`src/hw/rtl/dtwp_pkg.sv`:
```
// Shared types and constants for the disparity to world point pipeline.
package dtwp_pkg;

	localparam int DIV_NW = 45;
	localparam int DIV_DW = 16;
	localparam int Z_W    = 29;
	localparam int D_W    = 18;
	localparam int P_W    = 47;
	localparam int X_W    = 46;
	localparam int ACC_W  = 66;

	localparam logic [15:0] MIN_DISP_RAW = 16'd160;
	localparam logic [31:0] GRAY_SAT_Z   = 32'd230276;
	localparam logic [15:0] RECIP7       = 16'd9363;
	localparam logic [15:0] RECIP3       = 16'd21846;

	localparam logic [7:0] REG_DEPTH_NUM = 8'd0;
	localparam logic [7:0] REG_FOCAL_X   = 8'd1;
	localparam logic [7:0] REG_FOCAL_Y   = 8'd2;
	localparam logic [7:0] REG_CENTER_X  = 8'd3;
	localparam logic [7:0] REG_CENTER_Y  = 8'd4;
	localparam logic [7:0] REG_ROW0      = 8'd5;
	localparam logic [7:0] REG_ROW1      = 8'd6;
	localparam logic [7:0] REG_ROW2      = 8'd7;

	typedef struct packed {
		logic [31:0] depth_num;
		logic [15:0] focal_x;
		logic [15:0] focal_y;
		logic [15:0] center_x;
		logic [15:0] center_y;
		logic [63:0] row0;
		logic [63:0] row1;
		logic [63:0] row2;
	} cfg_t;

	function automatic logic is_mult3(input logic [11:0] v);
		logic [27:0] prod;
		logic [13:0] rem;
		prod = {16'd0, v} * {12'd0, RECIP3};
		rem = {2'b0, v} - 14'(3 * {2'b0, prod[27:16]});
		return rem == 14'd0;
	endfunction

endpackage

```
`src/hw/rtl/dtwp_cfg.sv`:
```
// Configuration register file; focal lengths of zero read as one.
module dtwp_cfg (
	input  logic               clk,
	input  logic               arst_n,
	input  logic               cfg_valid,
	input  logic [7:0]         cfg_index,
	input  logic [63:0]        cfg_data,
	output dtwp_pkg::cfg_t     cfg
);
	import dtwp_pkg::*;

	cfg_t regs_q;

	always_ff @(posedge clk or negedge arst_n) begin
		if (!arst_n) begin
			regs_q.depth_num <= '0;
			regs_q.focal_x   <= 16'd16;
			regs_q.focal_y   <= 16'd16;
			regs_q.center_x  <= '0;
			regs_q.center_y  <= '0;
			regs_q.row0      <= 64'h4000_0000_0000_0000;
			regs_q.row1      <= 64'h0000_4000_0000_0000;
			regs_q.row2      <= 64'h0000_0000_4000_0000;
		end else if (cfg_valid) begin
			unique case (cfg_index)
				REG_DEPTH_NUM: regs_q.depth_num <= cfg_data[31:0];
				REG_FOCAL_X:   regs_q.focal_x   <= cfg_data[15:0];
				REG_FOCAL_Y:   regs_q.focal_y   <= cfg_data[15:0];
				REG_CENTER_X:  regs_q.center_x  <= cfg_data[15:0];
				REG_CENTER_Y:  regs_q.center_y  <= cfg_data[15:0];
				REG_ROW0:      regs_q.row0      <= cfg_data;
				REG_ROW1:      regs_q.row1      <= cfg_data;
				REG_ROW2:      regs_q.row2      <= cfg_data;
				default: ;
			endcase
		end
	end

	always_comb begin
		cfg = regs_q;
		if (regs_q.focal_x == 16'd0) cfg.focal_x = 16'd1;
		if (regs_q.focal_y == 16'd0) cfg.focal_y = 16'd1;
	end
endmodule

```
`config.mk`:
```
export PLATFORM = sky130hd
export DESIGN_NAME = dtwp_cfg
export DESIGN_NICKNAME = d
export VERILOG_FILES = /design/src/hw/rtl/dtwp_pkg.sv /design/src/hw/rtl/dtwp_cfg.sv
export SDC_FILE = /design/constraint.sdc
export NUM_CORES = 1
export LEC_CHECK = 0
export CAP_MARGIN = 15
export CORE_MARGIN = 1
export CORE_UTILIZATION = 60
export CTS_BUF_LIST = sky130_fd_sc_hd__clkbuf_4 sky130_fd_sc_hd__clkbuf_8
export CTS_CLUSTER_SIZE = 12
export DETAILED_ROUTE_END_ITERATION = 12
export DONT_BUFFER_PORTS = 1
export PLACE_DENSITY = 0.85
export SYNTH_ARGS = -nofsm -noshare
export SYNTH_HDL_FRONTEND = slang
export SYNTH_SLANG_ARGS = --single-unit
```
`constraint.sdc`:
```
create_clock -name clk -period 1.3 [get_ports clk]
set_clock_uncertainty 0.05 [all_clocks]
set_input_delay 0.065 -clock clk [delete_from_list [all_inputs] [get_ports clk]]
set_output_delay 0.065 -clock clk [all_outputs]
set_load 0.01 [all_outputs]
```
==> impl_metrics.toml <==
[synthesis]
ys_top_cells_by_count = "dfrtp_1 (283), mux2_2 (268), buf_4 (256)"
synthTopCellsByArea = "dfrtp_1 (55%), mux2_2 (23%), buf_4 (15%)"
ys_async_sr_fraction = 1.000
synth_ff_type = "dfrtp_1"
netlist_instances = 916
synth-warning-count = 0
seq_area_frac_synth = 0.5578
synth_edf_count = 0
syn_area_um2 = 12930
yosysMostFrequentCell = "dfrtp_1"
postSynthAreaPerCell_um2 = 14.12
ys_seq_elements = 288
yosys.area.top_type = "dfrtp_1"
synth_cell_types = 25
synth_top_area_share = 0.5476
syn_nets = 991

[status]
failed_checks = "hold timing, setup timing"
outcome = "finished, violations left"

[layout]
multi_input_area_um2 = 3965
area_growth_pct = 7.266
nFillCells = 1313
drive_above_1_share = 0.5492
antennaDiodeCount = 0
regArea_um2 = 7214
final_area_um2 = 13870
final_nets = 844

[timing]
finalSetupViolCount = 105
hold_viol = 288
whs_ns = -0.8371
setup_tns_ns = -3.724
fin_crit_ns = 1.692
worst_pin_slew_ns = 0.6012
clock.fmax_mhz = 590.9
rsz0062_at_grt = "true"
min_period_over_period = 1.302
setup_ws_ns = -0.3925
relSlewSlack = 0.5992
slew_viol_final = 0

[cts]
cts.htree.levels = 2
numCtsBuffers = 45
cts_sinks = 288
clk_pin_slew_ns = 0.07
cts_tree = "done"
holdBufCountCts = 67
cts_max_path_buffers = 3
root_buffer = "clkbuf_8"
clk_latency_ns = 0.53

[global_route]
grt_max_degree = 289
grt_pass1_wl_mm = 42.06
grt_pass1_vias = 6998
grt_usage = 0.2506
globalRouteOverflowTotal = 0
antenna_found_initial = 0

[placed_design]
place_congestion = 0.7705
port-buffer-count = 0
place_hpwl_mm = 17.24
dpl-instance-area_um2 = 11720

[route]
drt-total-wl_mm = 29.98
drt_iter0_drc = 217
ant_nets = 0
drtPass1Iterations = 4
wl_per_cell_um = 27.81
vias = 6250
drc = 0
avgViaCountPerCell = 5.798

[power]
pwr-share-clk = 0.422
p_switching_mw = 4.455
p_leak_nw = 7.001
p_seq_frac = 0.522
switching_share = 0.2331
internal-power_mw = 14.65
irDropWorstVdd_mv = 0.8725
power.density_nw_per_um2 = 1377
comb_power_share = 0.056

[worst_hold_path]
min_path_type = "input port to async pin"

[floorplanning]
initial_utilization = 0.6133
num_rows = 53
ioPinCount = 363
die_y_um = 148.8
die_w_um = 148.8
die_area_um2 = 22140
core_area_um2 = 21090

[worst_setup_path]
critPathLaunchType = "register"
crit_type = "register to output port"
max_stage_delay_ns = 0.43
r2r_slack_ns = 0.22
cp.arrival_ns = 1.58
reg2regPathDepth = 3
path_cells = "nor4_4 -> a41o_1"
rr_startpoint = "regs_q[250]"
r2r-end = "regs_q[250]"
cp.required_ns = 1.19
crit_path_top_delay_cell = "dfrtp_1"
cp_max_fo = 2
end_kind = "output port"

[run]
drv_cap = 0
==> power groups by stage <==
| stage | combinational (mW) | sequential (mW) | clock [mW] |
|---|---|---|---|
| 6_report | 1.07 | 9.97 | 8.07 |
| 5_1_grt | 1.13 | 10.0 | 8.56 |
| 4_1_cts | 1.02 | 9.95 | 8.12 |
| 3_5_place_dp | 0.691 | 10.1 | 0 |
| 3_3_place_gp | 0.644 | 10.1 | 0 |
| 2_1_floorplan | 1.35 | 9.72 | 0 |
==> area by class of cell <==
type | count | share of cell area
timing repair buffer | 120 | 0.09921
sequential | 288 | 0.5201
inverter | 1 | 0.0002706
clock inverter | 7 | 0.004510
tap | 275 | 0.02480
clock buffer | 74 | 0.06530
multi-input combinational | 313 | 0.2858
==> kinds of logic (layout without fill, tap and decap cells) <==
| group | after synthesis | after routing | synth area share |
|---|---|---|---|
| AOI/OAI and AO/OA | 2 | 2 | 0.001548 |
| muxes | 288 | 288 | 0.2537 |
| and+or+nand+nor | 22 | 23 | 0.01441 |
| buffers and inverters | 316 | 202 | 0.1726 |
| DFF | 288 | 288 | 0.5578 |
==> what timing repair did <==
item,4_1_cts,5_1_grt
endpoints found under the setup margin,50,179
buffers inserted,5,7
pin swaps,7,8
resized for setup,34,21
cloned,2,7
hold endpoints to repair,576,288
==> critical path, delay by kind of cell (launching register included) <==
kind / cells / cell delay [ns]
compound gates: 1 / 0.29
flops: 1 / 0.43
simple gates: 1 / 0.31
==> how the worst max path moves through the flow <==
| stage | start | endpoint | slack, ns | depth (start not counted) |
|---|---|---|---|---|
| floorplan | cfg_index[3] | cfg[131] | -0.69 | 5 |
| global placement | cfg_index[3] | cfg[173] | -0.58 | 5 |
| detailed placement | cfg_index[3] | cfg[174] | -0.64 | 5 |
| CTS | regs_q[246] | cfg[240] | -0.42 | 2 |
| global route | regs_q[247] | cfg[240] | -0.48 | 2 |
| finish | regs_q[247] | cfg[240] | -0.39 | 2 |
==> per-stage QoR <==
| step | power (mW) | setup slack (ns) | util | std cells |
|---|---|---|---|---|
| floorplan | 11.07 | -0.6900 | - | 916 |
| global placement | 10.72 | -0.5811 | 0.5560 | 911 |
| detailed placement | 10.79 | -0.6364 | 0.5560 | 911 |
| CTS | 19.09 | -0.4230 | 0.6444 | 1065 |
| global route | 19.70 | -0.4794 | 0.6578 | 1078 |
| finish | 19.11 | -0.3925 | 0.6578 | 1078 |
==> flip-flops by register name (all words and copies together), names as in the netlist <==
signal  cells
cfg       256
regs_q     32
==> routing by layer <==
metal  wire (um)  vias to the layer above  track usage
met5           0                        -            0
li1            -                     2551            -
met1       11040                     3265       0.2844
met4         920                        0       0.1000
met2       14970                      355       0.4273
met3        3044                       79      0.09388
==> layout by cell type, fill, tap and decap left out, types with 3 or more instances in the layout <==
cell           synthesis  routed
buf_4                256      23
dlygate4sd3_1          0      65
buf_12                 1       8
buf_16                 0       4
dfstp_2                5       5
mux2_2               268     176
buf_6                  8      14
nor4_2                 0       3
nor4_4                 1       5
or4_4                  2       3
clkbuf_4               0      18
clkbuf_8               0      56
dfrtp_1              283     282
clkinv_2               0       5
mux2_1                10       4
mux2_4                10     108
clkbuf_16              0       4
(Power assumes the default switching activity.)
